===== config.mk =====
export PLATFORM = sky130hd
export DESIGN_NAME = window_average_detector_unit
export DESIGN_NICKNAME = d
export VERILOG_FILES = /design/src/rtl/wad_pkg.sv /design/src/rtl/window_average_detector_unit.sv /design/src/rtl/wad_ram.sv /design/src/rtl/wad_ctrl.sv /design/src/rtl/wad_dp.sv
export SDC_FILE = /design/constraint.sdc
export NUM_CORES = 1
export LEC_CHECK = 0
export ABC_AREA = 1
export BUFFER_PORTS_ARGS = -buffer_cell sky130_fd_sc_hd__buf_4
export CORE_MARGIN = 2
export CORE_UTILIZATION = 50
export CTS_CLUSTER_SIZE = 24
export DETAILED_ROUTE_END_ITERATION = 10
export PLACE_DENSITY_LB_ADDON = 0.25
export RECOVER_POWER = 25
export SYNTH_ARGS = -nofsm -noshare
export SYNTH_HDL_FRONTEND = slang
export SYNTH_SLANG_ARGS = --single-unit

===== constraint.sdc =====
create_clock -name i_clk -period 15.55 [get_ports i_clk]
set_input_delay 3.11 -clock i_clk [delete_from_list [all_inputs] [get_ports i_clk]]
set_output_delay 3.11 -clock i_clk [all_outputs]
set_load 0.005 [all_outputs]

===== src/rtl/wad_pkg.sv =====
// Package for the window average detector: sizes, register indexes, reset values,
// the controller state type and the command, status and configuration structs.
// Depends on nothing; every other file of the block but wad_ram imports it.
package wad_pkg;

    localparam int WINDOW_DEPTH = 64;
    localparam int WIN_AW       = (WINDOW_DEPTH > 1) ? $clog2(WINDOW_DEPTH) : 1;
    localparam int WIN_W        = $clog2(WINDOW_DEPTH + 1);
    localparam int SUM_W        = $clog2(WINDOW_DEPTH * 255 + 1);
    localparam int PROD_W       = 8 + WIN_W;
    localparam int CMP_W        = (SUM_W > PROD_W) ? SUM_W : PROD_W;
    localparam int DIV_CW       = $clog2(SUM_W + 1);

    localparam int CFG_IDX_W  = 3;
    localparam int CFG_DATA_W = 8;

    localparam logic [CFG_IDX_W-1:0] CFG_CUTOFF     = 3'd0;
    localparam logic [CFG_IDX_W-1:0] CFG_WINDOW     = 3'd1;
    localparam logic [CFG_IDX_W-1:0] CFG_ENABLED    = 3'd2;
    localparam logic [CFG_IDX_W-1:0] CFG_VAD_MODE   = 3'd3;
    localparam logic [CFG_IDX_W-1:0] CFG_MIN_SLICES = 3'd4;

    localparam logic [7:0] CUTOFF_RST     = 8'd128;
    localparam logic [6:0] WINDOW_RST     = 7'd5;
    localparam logic       ENABLED_RST    = 1'b1;
    localparam logic       VAD_MODE_RST   = 1'b0;
    localparam logic [7:0] MIN_SLICES_RST = 8'd100;

    typedef enum logic [3:0] {
        ST_IDLE,
        ST_UPDATE,
        ST_CHK_RD,
        ST_CHK,
        ST_SCAN,
        ST_DRAIN,
        ST_DIV_START,
        ST_DIV,
        ST_FINISH
    } t_state;

    typedef struct packed {
        logic load;
        logic update;
        logic rd_wi;
        logic cool;
        logic scan_init;
        logic scan_rd;
        logic div_start;
        logic div_step;
        logic res_off;
        logic res_zero;
        logic push;
    } t_cmd;

    typedef struct packed {
        logic enabled;
        logic suppress;
        logic scan_last;
        logic div_done;
    } t_sts;

    typedef struct packed {
        logic [7:0]       cutoff;
        logic [WIN_W-1:0] win;
        logic             enabled;
        logic             vad;
        logic [7:0]       min_slices;
    } t_cfg;

endpackage


===== src/rtl/window_average_detector_unit.sv =====
// Top level of the window average detector: configuration registers and the
// controller and datapath instances. Depends on wad_pkg, wad_ctrl and wad_dp.
//
// Usage: one input transaction per feature slice carries a clear command, a
// fresh-probability flag and an 8-bit probability; each one yields exactly one
// output transaction with the detection flag, the window maximum and the floor
// average. Both channels use valid and stall; a transaction moves on a rising
// edge with valid high and stall low. Configuration is a plain write port
// (enable, index, data) the user uses only when idle; the block does not check.
// Rate: one slice at a time. A processed slice steps through update, index read,
// cool-down check, window scan, drain, divider start, division and finish; the
// window scan reads one ring entry per cycle from the ring RAM, and the average
// comes from a restoring divider taking one quotient bit per cycle (14 steps).
// A slice suppressed by cool-down goes from the check straight to finish, and
// one with the block disabled from the update. The result sits in an output
// register, so the next slice is accepted and worked on while the receiver
// stalls; the block then waits in its last step.
// Reset (synchronous, active low) loads the register defaults, clears the ring
// valid bits at once, zeroes the write index and loads the cool-down.
module window_average_detector_unit (
    input  logic                                i_clk,
    input  logic                                i_rst_n,
    input  logic                                i_valid,
    output logic                                o_stall,
    input  logic                                i_clear_history,
    input  logic                                i_new_valid,
    input  logic [7:0]                          i_probability,
    output logic                                o_valid,
    input  logic                                i_stall,
    output logic                                o_detected,
    output logic [7:0]                          o_max_probability,
    output logic [7:0]                          o_average_probability,
    input  logic                                i_cfg_we,
    input  logic [wad_pkg::CFG_IDX_W-1:0]       i_cfg_index,
    input  logic [wad_pkg::CFG_DATA_W-1:0]      i_cfg_data
);

    import wad_pkg::*;

    logic [7:0]       r_cutoff;
    logic [6:0]       r_window;
    logic             r_enabled;
    logic             r_vad;
    logic [7:0]       r_min_slices;
    logic [WIN_W-1:0] eff_win;
    logic             cfg_restart;
    t_cfg             cfg;
    t_cmd             cmd;
    t_sts             sts;

    always_ff @(posedge i_clk) begin
        if (!i_rst_n) begin
            r_cutoff     <= CUTOFF_RST;
            r_window     <= WINDOW_RST;
            r_enabled    <= ENABLED_RST;
            r_vad        <= VAD_MODE_RST;
            r_min_slices <= MIN_SLICES_RST;
        end else if (i_cfg_we) begin
            unique case (i_cfg_index)
                CFG_CUTOFF:     r_cutoff     <= i_cfg_data;
                CFG_WINDOW:     r_window     <= i_cfg_data[6:0];
                CFG_ENABLED:    r_enabled    <= i_cfg_data[0];
                CFG_VAD_MODE:   r_vad        <= i_cfg_data[0];
                CFG_MIN_SLICES: r_min_slices <= i_cfg_data;
                default: begin
                end
            endcase
        end
    end

    always_comb begin
        if (r_window == 7'd0) begin
            eff_win = WIN_W'(1);
        end else if (int'(r_window) > WINDOW_DEPTH) begin
            eff_win = WIN_W'(WINDOW_DEPTH);
        end else begin
            eff_win = WIN_W'(r_window);
        end
    end

    assign cfg_restart = i_cfg_we && (i_cfg_index == CFG_ENABLED) && i_cfg_data[0]
                         && !r_enabled;

    assign cfg.cutoff     = r_cutoff;
    assign cfg.win        = eff_win;
    assign cfg.enabled    = r_enabled;
    assign cfg.vad        = r_vad;
    assign cfg.min_slices = r_min_slices;

    wad_ctrl u_ctrl (
        .i_clk   (i_clk),
        .i_rst_n (i_rst_n),
        .i_valid (i_valid),
        .o_stall (o_stall),
        .o_valid (o_valid),
        .i_stall (i_stall),
        .i_sts   (sts),
        .o_cmd   (cmd)
    );

    wad_dp u_dp (
        .i_clk                 (i_clk),
        .i_rst_n               (i_rst_n),
        .i_cfg                 (cfg),
        .i_cfg_restart         (cfg_restart),
        .i_cmd                 (cmd),
        .o_sts                 (sts),
        .i_clear_history       (i_clear_history),
        .i_new_valid           (i_new_valid),
        .i_probability         (i_probability),
        .o_detected            (o_detected),
        .o_max_probability     (o_max_probability),
        .o_average_probability (o_average_probability)
    );

endmodule


===== src/rtl/wad_ram.sv =====
// Generic single-port-write, single-port-read RAM with a registered read.
// Width and depth are parameters; no dependencies.
module wad_ram #(
    parameter int WIDTH = 8,
    parameter int DEPTH = 64,
    localparam int AW = (DEPTH > 1) ? $clog2(DEPTH) : 1
) (
    input  logic             i_clk,
    input  logic             i_we,
    input  logic [AW-1:0]    i_waddr,
    input  logic [WIDTH-1:0] i_wdata,
    input  logic [AW-1:0]    i_raddr,
    output logic [WIDTH-1:0] o_rdata
);

    logic [WIDTH-1:0] r_mem [DEPTH];
    logic [WIDTH-1:0] r_rdata;

    always_ff @(posedge i_clk) begin
        if (i_we) begin
            r_mem[i_waddr] <= i_wdata;
        end
        r_rdata <= r_mem[i_raddr];
    end

    assign o_rdata = r_rdata;

endmodule


===== src/rtl/wad_ctrl.sv =====
// Controller state machine of the window average detector: input and output
// handshakes and the sequence of datapath commands. Depends on wad_pkg.
module wad_ctrl (
    input  logic          i_clk,
    input  logic          i_rst_n,
    input  logic          i_valid,
    output logic          o_stall,
    output logic          o_valid,
    input  logic          i_stall,
    input  wad_pkg::t_sts i_sts,
    output wad_pkg::t_cmd o_cmd
);

    import wad_pkg::*;

    t_state r_state;
    t_state n_state;
    logic   r_out_valid;
    logic   n_out_valid;

    always_ff @(posedge i_clk) begin
        if (!i_rst_n) begin
            r_state     <= ST_IDLE;
            r_out_valid <= 1'b0;
        end else begin
            r_state     <= n_state;
            r_out_valid <= n_out_valid;
        end
    end

    always_comb begin
        n_state = r_state;
        o_cmd   = '0;
        unique case (r_state)
            ST_IDLE: begin
                if (i_valid) begin
                    o_cmd.load = 1'b1;
                    n_state    = ST_UPDATE;
                end
            end
            ST_UPDATE: begin
                o_cmd.update = 1'b1;
                if (!i_sts.enabled) begin
                    o_cmd.res_off = 1'b1;
                    n_state       = ST_FINISH;
                end else begin
                    n_state = ST_CHK_RD;
                end
            end
            ST_CHK_RD: begin
                o_cmd.rd_wi = 1'b1;
                n_state     = ST_CHK;
            end
            ST_CHK: begin
                o_cmd.cool = 1'b1;
                if (i_sts.suppress) begin
                    o_cmd.res_zero = 1'b1;
                    n_state        = ST_FINISH;
                end else begin
                    o_cmd.scan_init = 1'b1;
                    n_state         = ST_SCAN;
                end
            end
            ST_SCAN: begin
                o_cmd.scan_rd = 1'b1;
                if (i_sts.scan_last) begin
                    n_state = ST_DRAIN;
                end
            end
            ST_DRAIN: begin
                n_state = ST_DIV_START;
            end
            ST_DIV_START: begin
                o_cmd.div_start = 1'b1;
                n_state         = ST_DIV;
            end
            ST_DIV: begin
                o_cmd.div_step = 1'b1;
                if (i_sts.div_done) begin
                    n_state = ST_FINISH;
                end
            end
            ST_FINISH: begin
                if (!r_out_valid || !i_stall) begin
                    o_cmd.push = 1'b1;
                    n_state    = ST_IDLE;
                end
            end
            default: begin
                n_state = ST_IDLE;
            end
        endcase
    end

    always_comb begin
        if (o_cmd.push) begin
            n_out_valid = 1'b1;
        end else begin
            n_out_valid = r_out_valid && i_stall;
        end
    end

    assign o_stall = (r_state != ST_IDLE);
    assign o_valid = r_out_valid;

    a_push_free: assert property (@(posedge i_clk) disable iff (!i_rst_n)
        o_cmd.push |-> (!r_out_valid || !i_stall))
        else $error("Result pushed over an untaken transaction.");

    a_accept_update: assert property (@(posedge i_clk) disable iff (!i_rst_n)
        (i_valid && !o_stall) |=> (r_state == ST_UPDATE))
        else $error("Accepted transaction did not start an update.");

    a_push_shows: assert property (@(posedge i_clk) disable iff (!i_rst_n)
        o_cmd.push |=> o_valid)
        else $error("Pushed result is not offered.");

    a_div_finish: assert property (@(posedge i_clk) disable iff (!i_rst_n)
        (r_state == ST_DIV && i_sts.div_done) |=> (r_state == ST_FINISH))
        else $error("Division end did not lead to the finish state.");

endmodule


===== src/rtl/wad_dp.sv =====
// Datapath of the window average detector: probability ring with valid bits,
// write index, cool-down counter, window scan, serial divider and result registers.
// Depends on wad_pkg and wad_ram.
module wad_dp (
    input  logic          i_clk,
    input  logic          i_rst_n,
    input  wad_pkg::t_cfg i_cfg,
    input  logic          i_cfg_restart,
    input  wad_pkg::t_cmd i_cmd,
    output wad_pkg::t_sts o_sts,
    input  logic          i_clear_history,
    input  logic          i_new_valid,
    input  logic [7:0]    i_probability,
    output logic          o_detected,
    output logic [7:0]    o_max_probability,
    output logic [7:0]    o_average_probability
);

    import wad_pkg::*;

    logic                    r_clr;
    logic                    r_fresh;
    logic [7:0]              r_prob;
    logic [WIN_AW-1:0]       r_wi;
    logic [WIN_AW-1:0]       n_wi;
    logic [WINDOW_DEPTH-1:0] r_vld;
    logic [WINDOW_DEPTH-1:0] n_vld;
    logic                    r_rd_vld;
    logic signed [8:0]       r_cool;
    logic signed [8:0]       n_cool;
    logic signed [8:0]       cool_step;
    logic [WIN_AW-1:0]       r_cnt;
    logic                    r_scan_pend;
    logic [SUM_W-1:0]        r_sum;
    logic [7:0]              r_max;
    logic [SUM_W-1:0]        r_quot;
    logic [WIN_W-1:0]        r_rem;
    logic [DIV_CW-1:0]       r_div_cnt;
    logic                    r_det;
    logic                    r_o_det;
    logic [7:0]              r_o_max;
    logic [7:0]              r_o_avg;

    logic                    do_clear;
    logic                    do_write;
    logic [WIN_W-1:0]        wi_inc;
    logic [WIN_AW-1:0]       wi_next;
    logic [WIN_AW-1:0]       rd_addr;
    logic [7:0]              rdata;
    logic [7:0]              rd_val;
    logic [WIN_W:0]          trial;
    logic [WIN_W:0]          trial_sub;
    logic                    trial_ge;
    logic [CMP_W-1:0]        thresh;

    assign do_clear = i_cfg_restart || (i_cmd.update && i_cfg.enabled && r_clr);
    assign do_write = i_cmd.update && i_cfg.enabled && r_fresh;

    assign wi_inc  = WIN_W'(r_wi) + WIN_W'(1);
    assign wi_next = (wi_inc >= i_cfg.win) ? '0 : WIN_AW'(wi_inc);
    assign rd_addr = i_cmd.rd_wi ? r_wi : r_cnt;
    assign rd_val  = r_rd_vld ? rdata : 8'd0;

    wad_ram #(
        .WIDTH (8),
        .DEPTH (WINDOW_DEPTH)
    ) u_ram (
        .i_clk   (i_clk),
        .i_we    (do_write),
        .i_waddr (wi_next),
        .i_wdata (r_prob),
        .i_raddr (rd_addr),
        .o_rdata (rdata)
    );

    always_comb begin
        n_vld = r_vld;
        if (do_clear) begin
            n_vld = '0;
        end
        if (do_write) begin
            n_vld[wi_next] = 1'b1;
        end
    end

    assign n_wi = do_write ? wi_next : r_wi;

    assign cool_step = ((rd_val < i_cfg.cutoff) && r_cool[8]) ? (r_cool + 9'sd1) : r_cool;

    always_comb begin
        n_cool = r_cool;
        if (do_clear) begin
            n_cool = -$signed({1'b0, i_cfg.min_slices});
        end else if (i_cmd.cool) begin
            n_cool = cool_step;
        end
    end

    always_ff @(posedge i_clk) begin
        if (!i_rst_n) begin
            r_wi        <= '0;
            r_vld       <= '0;
            r_cool      <= -$signed({1'b0, MIN_SLICES_RST});
            r_scan_pend <= 1'b0;
        end else begin
            r_wi        <= n_wi;
            r_vld       <= n_vld;
            r_cool      <= n_cool;
            r_scan_pend <= i_cmd.scan_rd;
        end
    end

    assign trial     = {r_rem, r_quot[SUM_W-1]};
    assign trial_ge  = (trial >= {1'b0, i_cfg.win});
    assign trial_sub = trial - {1'b0, i_cfg.win};
    assign thresh    = CMP_W'(i_cfg.cutoff) * CMP_W'(i_cfg.win);

    always_ff @(posedge i_clk) begin
        r_rd_vld <= r_vld[rd_addr];
        if (i_cmd.load) begin
            r_clr   <= i_clear_history;
            r_fresh <= i_new_valid;
            r_prob  <= i_probability;
        end
        if (i_cmd.scan_init) begin
            r_cnt <= '0;
            r_sum <= '0;
            r_max <= 8'd0;
        end else begin
            if (i_cmd.scan_rd) begin
                r_cnt <= r_cnt + WIN_AW'(1);
            end
            if (r_scan_pend) begin
                r_sum <= r_sum + SUM_W'(rd_val);
                if (rd_val > r_max) begin
                    r_max <= rd_val;
                end
            end
        end
        if (i_cmd.div_start) begin
            r_quot    <= r_sum;
            r_rem     <= '0;
            r_div_cnt <= DIV_CW'(SUM_W);
            r_det     <= (CMP_W'(r_sum) > thresh);
        end else if (i_cmd.div_step) begin
            r_quot    <= {r_quot[SUM_W-2:0], trial_ge};
            r_rem     <= trial_ge ? trial_sub[WIN_W-1:0] : trial[WIN_W-1:0];
            r_div_cnt <= r_div_cnt - DIV_CW'(1);
        end
        if (i_cmd.res_off) begin
            r_det  <= i_cfg.vad;
            r_max  <= 8'd0;
            r_quot <= '0;
        end else if (i_cmd.res_zero) begin
            r_det  <= 1'b0;
            r_max  <= 8'd0;
            r_quot <= '0;
        end
        if (i_cmd.push) begin
            r_o_det <= r_det;
            r_o_max <= r_max;
            r_o_avg <= r_quot[7:0];
        end
    end

    assign o_sts.enabled   = i_cfg.enabled;
    assign o_sts.suppress  = !i_cfg.vad && cool_step[8];
    assign o_sts.scan_last = (WIN_W'(r_cnt) == (i_cfg.win - WIN_W'(1)));
    assign o_sts.div_done  = (r_div_cnt == DIV_CW'(1));

    assign o_detected            = r_o_det;
    assign o_max_probability     = r_o_max;
    assign o_average_probability = r_o_avg;

endmodule


Yosys cells after proc, flatten, opt, wreduce, memory -nomap -nowiden
Memory sizes are Yosys's and may differ from the RTL's. A register that Yosys moved wholly into a read port is not among the register bits. Index checks and enable logic that the tools add are counted. W data, S select, Z words.

Logic and storage cells: 143. Memories kept: 1. Register bits: 192. Bits of input ports: 26. Memory bits (writable): 512.

Equal/unequal tests: 18. Mux-type cells: 45. Add/sub/neg operators: 8. Multiply operators: 1. Bitwise logic cells: 1. Reductions and logical operators: 34. $lt $le $gt $ge: 9.

Memory list: u_dp.u_ram.r_mem (words 64, bits a word 8, rd ports 1, clocked after memory_dff 1, write ports 1, line wad_ram.sv:16) `logic [WIDTH-1:0] r_mem [DEPTH];`.

Operator list (number): $mux W64 (2); $or A64 B64 Y64 (1); $pmux W4 S9 (1); $mux W14 (2); $mux W9 (3); $mux W4 (6); $mux W1 (22); $mux W7 (3); $eq A4 B3 Y1 const B (4); $gt A14 B15 Y1 (1); $mul A8 B7 Y15 (1); $add A14 B8 Y14 (1); $lt A6 B7 Y1 const B (2); $reduce_and A2 Y1 (7); $mux W6 (2); $logic_and A1 B1 Y1 (10); $add A9 B2 Y9 const B (1); $neg A8 Y9 (1); $eq A4 B1 Y1 const B (2); $eq A4 B2 Y1 const B (2); $ge A8 B7 Y1 (1); $gt A8 B8 Y1 (1); $lt A8 B8 Y1 (1); $mux W8 (1); other kinds (29) (38).

Depth between registers and ports, before layout
Gate-level depths: netlist of run 1.

Depth after elaboration: 11. Depth in mapped cells: 28. Depth with buffers taken out: 28.

Hierarchy
Synthesis of run 1 repeated with hierarchy kept, for this count alone.

Cells, all modules: 3511. Area total of the unflattened synthesis: 33662.3 um2.

Modules (own cells, without submodules): wad_ram (area an instance 21339.2 um2, times used 1, seq. area each 15534.9 um2, cells an instance 1805); wad_dp (area an instance 10840.4 um2, times used 1, seq. area each 3523.4 um2, cells an instance 1474); window_average_detector_unit (area an instance 1092.3 um2, times used 1, seq. area each 500.5 um2, cells an instance 166); wad_ctrl (area an instance 390.4 um2, times used 1, seq. area each 100.1 um2, cells an instance 66).

Least setup slack after synthesis of run 1
Ideal clock, no wire load.

Kind: flip-flop to flip-flop. Start: reg r_window[1]. End: reg u_dp.r_det, data pin. Stages on the path, launching flop included: 27. Required time: 15.297 ns. Arrival time: 4.838 ns. Path slack: 10.459 ns. Cells stage by stage: dfxtp_1 inv_1 nor2_1 inv_1 nor2_1 fa_1 ha_1 inv_1 fa_1 fa_1 inv_1 ha_1 nand2_1 o21ai_0 nand2_1 nand2_1 a21oi_1 o21ai_0 nand3_1 nand2_1 xnor2_1 ha_1 nand3_1 nor4_1 a21oi_1 nand3_1 nand2_1.

Cells in the longest elaborated chain, start to end: 8. Elaborated cells between the ends (all ways): 9. Classes of those cells: 1 x mul; 2 x order compare; 5 x mux; 1 x reduce/logical.

Ends and longest elaborated chain: start: declaration (line window_average_detector_unit.sv:41) `logic [6:0] r_window;`; start signal: assignment (line window_average_detector_unit.sv:61) `CFG_WINDOW: r_window <= i_cfg_data[6:0];`; $gt A7 B7 Y1 (line window_average_detector_unit.sv:74) `end else if (int'(r_window) > WINDOW_DEPTH) begin`; $mux W7 (line window_average_detector_unit.sv:74); $mux W7 (*) (line window_average_detector_unit.sv:72) `if (r_window == 7'd0) begin`; $mul A8 B7 Y15 (*) (line wad_dp.sv:116) `assign thresh = CMP_W'(i_cfg.cutoff) * CMP_W'(i_cfg.win);`; $gt A14 B15 Y1 (*) (line wad_dp.sv:144) `r_det <= (CMP_W'(r_sum) > thresh);`; $mux W1 (*) (line wad_dp.sv:140) `if (i_cmd.div_start) begin`; $mux W1 (*) (line wad_dp.sv:154) `end else if (i_cmd.res_zero) begin`; $mux W1 (*) (line wad_dp.sv:150) `if (i_cmd.res_off) begin`; end signal: assignment (line wad_dp.sv:144); end signal: assignment (line wad_dp.sv:151) `r_det <= i_cfg.vad;`; end: declaration (line wad_dp.sv:39) `logic r_det;`.

Every way passes the cells marked *; elsewhere a longest branch is shown, timed or not. The select of a mux whose other input is x is not followed. A chain may end at the register's enable or synchronous reset.

Worst setup path after layout of run 1
Start: reg r_window[6]. End: reg u_dp.r_det, data pin.

Same word-level chain as after synthesis.

==> results of run 1 <==
==> metrics by stage <==
step | total power (uW) | cell area [sq um] | setup WS (ns) | std cells | util [%]
after floorplan | 3250 | 32800 | 10.46 | 3183 | -
after global placement | 3640 | 33700 | 9.57 | 3954 | 52.2
after detailed placement | 3670 | 33700 | 9.47 | 3954 | 52.2
after CTS | 5400 | 36100 | 9.44 | 4094 | 55.9
after global routing | 5640 | 36100 | 8.90 | 4094 | 55.9
final | 5390 | 36100 | 9.47 | 4094 | 55.9
==> final cells by class <==
type / instances / share of cell area (%)
clock inverters: 30 / 0.638
repair buffers: 65 / 1.28
clock buffers: 110 / 6.05
well taps: 855 / 2.97
flip-flops and latches: 712 / 54.5
multi-input cells: 1879 / 30.0
inverters: 443 / 4.62
==> routing by layer <==
metal  up-vias  wire [microns]
met1     11078           33500
met3       200            5250
met5         -               0
li1      11030               -
met2       751           40100
met4         0            3790
==> cell usage after synthesis, drive strengths merged <==
| master | count | area share [%] |
|---|---|---|
| edfxtp | 540 | 49 |
| nand2 | 467 | 5.4 |
| inv | 435 | 5.0 |
| nand3 | 301 | 4.6 |
| o211ai | 267 | 6.1 |
| nor2 | 227 | 2.7 |
| dfxtp | 172 | 11 |
| a21oi | 170 | 2.6 |
| o21ai | 151 | 2.4 |
| clkbuf | 91 | 1.0 |
| ha | 91 | 3.5 |
| buf | 58 | 1.0 |
| or2 | 54 | 1.0 |
| fa | 31 | 1.9 |
| xor2 | 29 | 0.77 |
| nor3 | 21 | 0.34 |
| xnor2 | 14 | 0.37 |
| nand4 | 12 | 0.23 |
| a221oi | 11 | 0.29 |
| a211oi | 9 | 0.21 |
| clkinv | 8 | 0.092 |
| a21o | 4 | 0.092 |
| nor4 | 4 | 0.076 |
| o21a | 4 | 0.092 |
| nand3b | 2 | 0.046 |
| nor3b | 2 | 0.046 |
| o2111ai | 2 | 0.053 |
| o21bai | 2 | 0.046 |
| a31oi | 1 | 0.019 |
| a41oi | 1 | 0.027 |
| o211a | 1 | 0.031 |
| o31ai | 1 | 0.023 |
==> report_power, final <==
part | switching, uW | internal, uW | leakage [uW]
clock network | 747 | 983 | 0.00117
registers | 43.4 | 2130 | 0.00625
logic | 1040 | 436 | 0.00678
total | 1830 | 3550 | 0.0142
==> kinds of logic after synthesis <==
family          share of synthesized area [%]
fa+ha+maj                                5.37
simple gates                             14.4
flops                                    60.0
compound gates                           12.0
xor+xnor                                 1.15
buf+inv                                  7.14
==> state kept, by name, indices dropped and copies added, names as in the netlist, 7 cells and up <==
signal / flops
u_dp.u_ram.r_mem: 512
u_dp.r_vld: 64
u_dp.r_quot: 14
u_dp.r_sum: 14
u_dp.r_cool: 9
r_cutoff: 8
r_min_slices: 8
u_dp.o_average_probability: 8
u_dp.o_max_probability: 8
u_dp.r_max: 8
u_dp.r_prob: 8
u_dp.u_ram.o_rdata: 8
r_window: 7
u_dp.r_rem: 7
==> worst paths after layout <==
check / endpoint / slack (ns) / depth (start not counted) / start
max: u_dp.r_det / 9.47 / 25 / r_window[6]
min: u_dp.o_detected / 0.43 / 0 / u_dp.r_det
max reg2reg: u_dp.r_det / 9.47 / 25 / r_window[6]
min reg2reg: u_dp.o_detected / 0.43 / 0 / u_dp.r_det
==> worst max-delay path: stages (launching register included) <==
cell and delay (ns):
dfxtp_1 0.46, nor2_1 0.52, inv_1 0.30, nor2_1 0.19
fa_1 0.45, ha_1 0.29, inv_1 0.05, fa_1 0.51
fa_1 0.54, inv_1 0.04, ha_1 0.32, nand2_1 0.06
o21ai_0 0.35, nand2_1 0.09, nand2_1 0.07, a21oi_1 0.08
o21ai_0 0.31, nand3_1 0.12, nand2_1 0.09, xnor2_1 0.07
ha_1 0.30, nand3_1 0.10, nor4_1 0.29, a21oi_1 0.07
nand3_1 0.07, nand2_1 0.05
==> flow_summary.ini, run 1 <==
[global_routing]
grtUsageMet2_pct = 40.9
grt_pass1_wl_microns = 127000
grt_overflow = 0
grtUsageMet1_pct = 31.1
grt.busiest_layer = met2
first_global_vias = 22393
track_usage_pct = 24.4
grt_use_met3_pct = 4.15
grt_max_degree = 150
antenna_found_initial = 0

[routing]
wirelength_microns = 82600
drt_pass1_iterations = 5
ant_nets = 0
vias = 23059
via_per_inst = 5.63
drt_iter0_drc = 2245
drc = 0
wl_per_cell_microns = 20.2

[floorplan]
pin_count = 45
placementRows = 93
core_sq_um = 64600
die_w_microns = 260
initial_core_util_pct = 50.8
die_area_sq_um = 67600
dieHeight_microns = 260

[clock_tree]
cts-root-buf = clkbuf_16
cts_buffers = 76
cts.repair.resized = 0
post_cts_buffers = 0
cts_tree = built
cts_sinks = 712
clkTransAtPathRegs_ns = 0.06
clk_path_buf_depth = 3
hold_buffers = 0
htree_levels = 3
clk-insertion-delay-late_ns = 0.63

[run_status]
violations = max-capacitance violations, max-slew violations
status = finished with violations

[final_layout]
area_growth_pct = 10.1
seq_area_sq_um = 19700
multi_input_area_sq_um = 10800
n_fill_cell = 5478
drive_gt1_share_pct = 6.70
final_common_cell = edfxtp_1
nets = 3325
layout_common_cells = 540 x edfxtp_1, 464 x nand2_1, 427 x inv_1
num_antenna_cells = 0

[run]
maxCapViolations = 7

[sta]
setup_viol = 0
fin_crit_sh_pct = 39.1
hold_ws_ns = 0.427
slew_headroom_pct = -149
skew_ns = 0.0286
max_freq_mhz = 164
finalSetupTns_ns = 0
finalMaxSlewViolations = 455
rsz0062_at_grt = false
tightest_slew_ns = 3.74
hold_viol_final = 0
period_minus_slack_ns = 6.08

[placement]
io_buffers = 44
place.gp.congestion = 0.892
place_hpwl_microns = 51600

[yosys]
syn_inst = 3183
ys_seq_area_share_pct = 60.0
synth_seq_cells = 712
synth_nets = 3331
syn_area_sq_um = 32800
ys_warn_count = 0
ys_types = 45
avgSynthCellArea_sq_um = 10.3

[min_path]
hp-class = reg -> reg

[setup_path]
end_kind = register
worstPathArrival_ns = 6.45
path_class = reg -> reg
worstSetupStartpointType = register
crit_fanout = 13
required_ns = 15.92

[power_and_ir_drop]
power_density_nw_per_um2 = 149
p_leak_uw = 0.0142
irDropWorstVdd_mv = 0.109
No activity file was read; power rests on OpenSTA's default activity.
==> run 2, diff against run 1 <==
--- a/config.mk
+++ b/config.mk
@@ -5,7 +5,7 @@
 export SDC_FILE = /design/constraint.sdc
 export NUM_CORES = 1
 export LEC_CHECK = 0
-export ABC_AREA = 1
+export ABC_AREA = 0
 export BUFFER_PORTS_ARGS = -buffer_cell sky130_fd_sc_hd__buf_4
 export CORE_MARGIN = 2
 export CORE_UTILIZATION = 50
==> constraint.sdc (replaced) <==
create_clock -name i_clk -period 5.7 [get_ports i_clk]
set_input_delay 1.14 -clock i_clk [delete_from_list [all_inputs] [get_ports i_clk]]
set_output_delay 1.14 -clock i_clk [all_outputs]
set_load 0.005 [all_outputs]
==> run 2 against run 1 <==
Compared with the run above: the flow still finishes with violations (max-capacitance violations, max-slew violations); synthesized area fell by 2.2%; maximum frequency rose by 9.8%; flip-flop and latch count unchanged; critical path depth down 2; hold slack improved by 0.037 ns; global-route usage is 0.18 points lower; utilization up 1.9 points; largest cell class unchanged.
==> flow_summary.ini, run 2 <==
[setup_path]
setup.worst_path.start = r_window[6]
slowest_stage = fa_1
max_stage_delay_ns = 0.51
path_class = reg -> reg
required_ns = 6.09
worstPathArrival_ns = 5.93
crit_chain = nor2b_4, buf_6, nand2_4, fa_1, fa_1, inv_1, fa_1, inv_2, fa_1, inv_2, ha_4, nor3_2, o211ai_1, and3_1, a311o_1, nor4_2, nor3_1, xnor2_1, ha_1, nand3_2, o41ai_2, nor3_1, a22o_1
r2r-start = r_window[6]
reg2reg_depth = 23
crit_top_cell = fa_1
reg2reg_to = u_dp.r_det
reg2reg_slack_ns = 0.16
worstSetupStartpointType = register
endpoint = u_dp.r_det
end_kind = register
crit_fanout = 8

[final_layout]
nets = 2936
largest_register_ff_count = 512
n_fill_cell = 5040
drive_gt1_share_pct = 13.5
area_growth_pct = 13.9
final_common_cell = edfxtp_1
largestRegisters = u_dp.u_ram.r_mem x512, u_dp.r_vld x64
layout_common_cells = 540 x edfxtp_1, 456 x nand2_1, 174 x nor2_1
num_antenna_cells = 0
final_area_sq_um = 36500
largest_register = u_dp.u_ram.r_mem

[clock_tree]
clkTransAtPathRegs_ns = 0.06
cts-root-buf = clkbuf_16
cts_buffers = 76
clk-insertion-delay-late_ns = 0.64
htree_levels = 3
cts_sinks = 712
cts_tree = built
clk_path_buf_depth = 3

[global_routing]
grt_pass1_wl_microns = 124000
track_usage_pct = 24.3
grt_max_degree = 116
antenna_found_initial = 0
grt_overflow = 0
first_global_vias = 21448

[min_path]
hp-class = reg -> reg
hp-start = u_dp.r_quot[5]

[sta]
tightest_slew_ns = 3.45
setup_viol = 0
period_minus_slack_ns = 5.54
skew_ns = 0.0418
fin_crit_sh_pct = 97.2
slew_headroom_pct = -130
finalMaxSlewViolations = 520
rsz0062_at_grt = true
max_freq_mhz = 181
finalSetupTns_ns = 0
hold_viol_final = 0

[run_status]
status = finished with violations
violations = max-capacitance violations, max-slew violations

[placement]
dpl_cell_area_sq_um = 34000
place_hpwl_microns = 52700
io_buffers = 44
place.gp.congestion = 0.887

[run]
maxCapViolations = 8

[power_and_ir_drop]
power_frac_clock_pct = 41.3
irDropWorstVdd_mv = 0.296
p_int_uw = 8680
power_density_nw_per_um2 = 310
p_switching_uw = 2660
pwr-share-comb_pct = 8.3
seqPwrFrac_pct = 50.3
design_power_total_uw = 11300
p_leak_uw = 0.0132
swShare_pct = 23.5

[routing]
drc = 0
drt_iter0_drc = 1952
via_per_inst = 5.90
vias = 21805
wirelength_microns = 81000
drt_pass1_iterations = 6
wl_per_cell_microns = 21.9
ant_nets = 0

[yosys]
ys_top_cells_by_area = edfxtp_1 51%, dfxtp_1 11%, nand2_1 5.4%, ha_1 3.6%, mux2i_1 2.9%
ys_warn_count = 0
synth-main-ff-cell = edfxtp_1
synth.most_common_cell = edfxtp_1
syn_inst = 2657
synth_edf_count = 540
ys_types = 67
synth-async-reset-ratio_pct = 0
synth_nets = 2805
syn_area_sq_um = 32100
ys_seq_area_share_pct = 61.3
yosys.area.top_type_share_pct = 50.6
yosys.area.top_type = edfxtp_1
synth_seq_cells = 712
yosys-top-cells-count = 540 x edfxtp_1, 457 x nand2_1, 185 x nor2_1
avgSynthCellArea_sq_um = 12.1

[floorplan]
pin_count = 45
core_sq_um = 63200
initial_core_util_pct = 50.7
die_area_sq_um = 66200
placementRows = 92
die_w_microns = 257
dieHeight_microns = 257
## run 2: cell types whose count changed in the layout (fill, tap and decap cells not counted), moves of 52 or more
cell,delta
a21oi_1,-137
and3_1,+59
inv_1,-353
buf_4,+103
mux2i_1,+90
nand3_1,-201
o21ai_0,-89
a32oi_1,+55
a22oi_1,+52
o211ai_1,-257
a31oi_1,+89
nor2b_1,+68
## run 2: cell type report
class                      count  area, sq um  share of cell area [%]
inverter                      78          293                   0.802
multi-input combinational   1736        11700                    32.1
sequential                   712        19700                    53.8
clock buffer                 102         2090                    5.73
timing repair buffer         184         1400                    3.82
tap                          846         1060                    2.90
clock inverter                36          284                   0.778
## run 2: power by group through the flow
stage | sequential (uW) | combinational, uW | clock (uW)
finish | 5710 | 945 | 4690
global route | 5710 | 1020 | 4960
CTS | 5690 | 946 | 4760
detailed placement | 5800 | 940 | 0
global placement | 5800 | 921 | 0
floorplan | 5830 | 583 | 0
## run 2: cell families (layout without fill, tap and decap cells)
| group | Yosys count | count (layout) | share of synthesized area, % |
|---|---|---|---|
| and+or+nand+nor | 1044 | 1044 | 15.1 |
| DFF | 712 | 712 | 61.3 |
| AOI/OAI and AO/OA | 386 | 386 | 8.39 |
| buffers and inverters | 209 | 400 | 2.67 |
| muxes | 137 | 137 | 5.73 |
| adders and majority gates | 122 | 122 | 5.49 |
| xor gates and xnor gates | 47 | 47 | 1.28 |
## run 2: timing repair
| item | 4_1_cts | 5_1_grt |
|---|---|---|
| endpoints found under the hold margin | 0 | 0 |
| setup endpoints to repair | 1 | 1 |
| pin swaps | 4 | 29 |
| setup buffers | 0 | 5 |
| hold buffers | 0 | 0 |
| resized for setup | 16 | 27 |
## run 2: through the flow
stage          utilization [%]  std cells  hold WS, ns  setup slack [ns]
2_1_floorplan                -       2657        0.400           0.00887
3_3_place_gp              53.8       3551        0.443            -0.154
3_5_place_dp              53.8       3551        0.454            -0.212
4_1_cts                   57.6       3689        0.467            0.0113
5_1_grt                   57.8       3694        0.479            -0.197
6_report                  57.8       3694        0.464             0.161
## run 2: how the worst min path moves through the flow
stage / slack, ns / end / cells after the start
finish: 0.46 / u_dp.o_average_probability[5] / 0
global route: 0.48 / u_dp.o_average_probability[5] / 0
CTS: 0.47 / u_dp.o_average_probability[5] / 0
detailed placement: 0.45 / u_dp.o_average_probability[5] / 0
global placement: 0.44 / u_dp.o_detected / 0
floorplan: 0.40 / u_dp.o_detected / 0
## run 2: worst max-delay path, delay by kind of cell, from the launching register on
kind | cells | cell delay (ns)
compound gates | 4 | 0.95
buf+inv | 4 | 0.26
fa+ha+maj | 6 | 2.45
simple gates | 8 | 1.09
xor+xnor | 1 | 0.14
flops | 1 | 0.41
## run 2: layer usage
metal  GRT usage (%)  vias to the layer above  share of wire, %
met4            9.66                        0               3.8
li1                -                    10021                 -
met1            31.0                    10797                41
met5               0                        -                 0
met3            3.26                      197               5.4
met2            41.9                      790                50
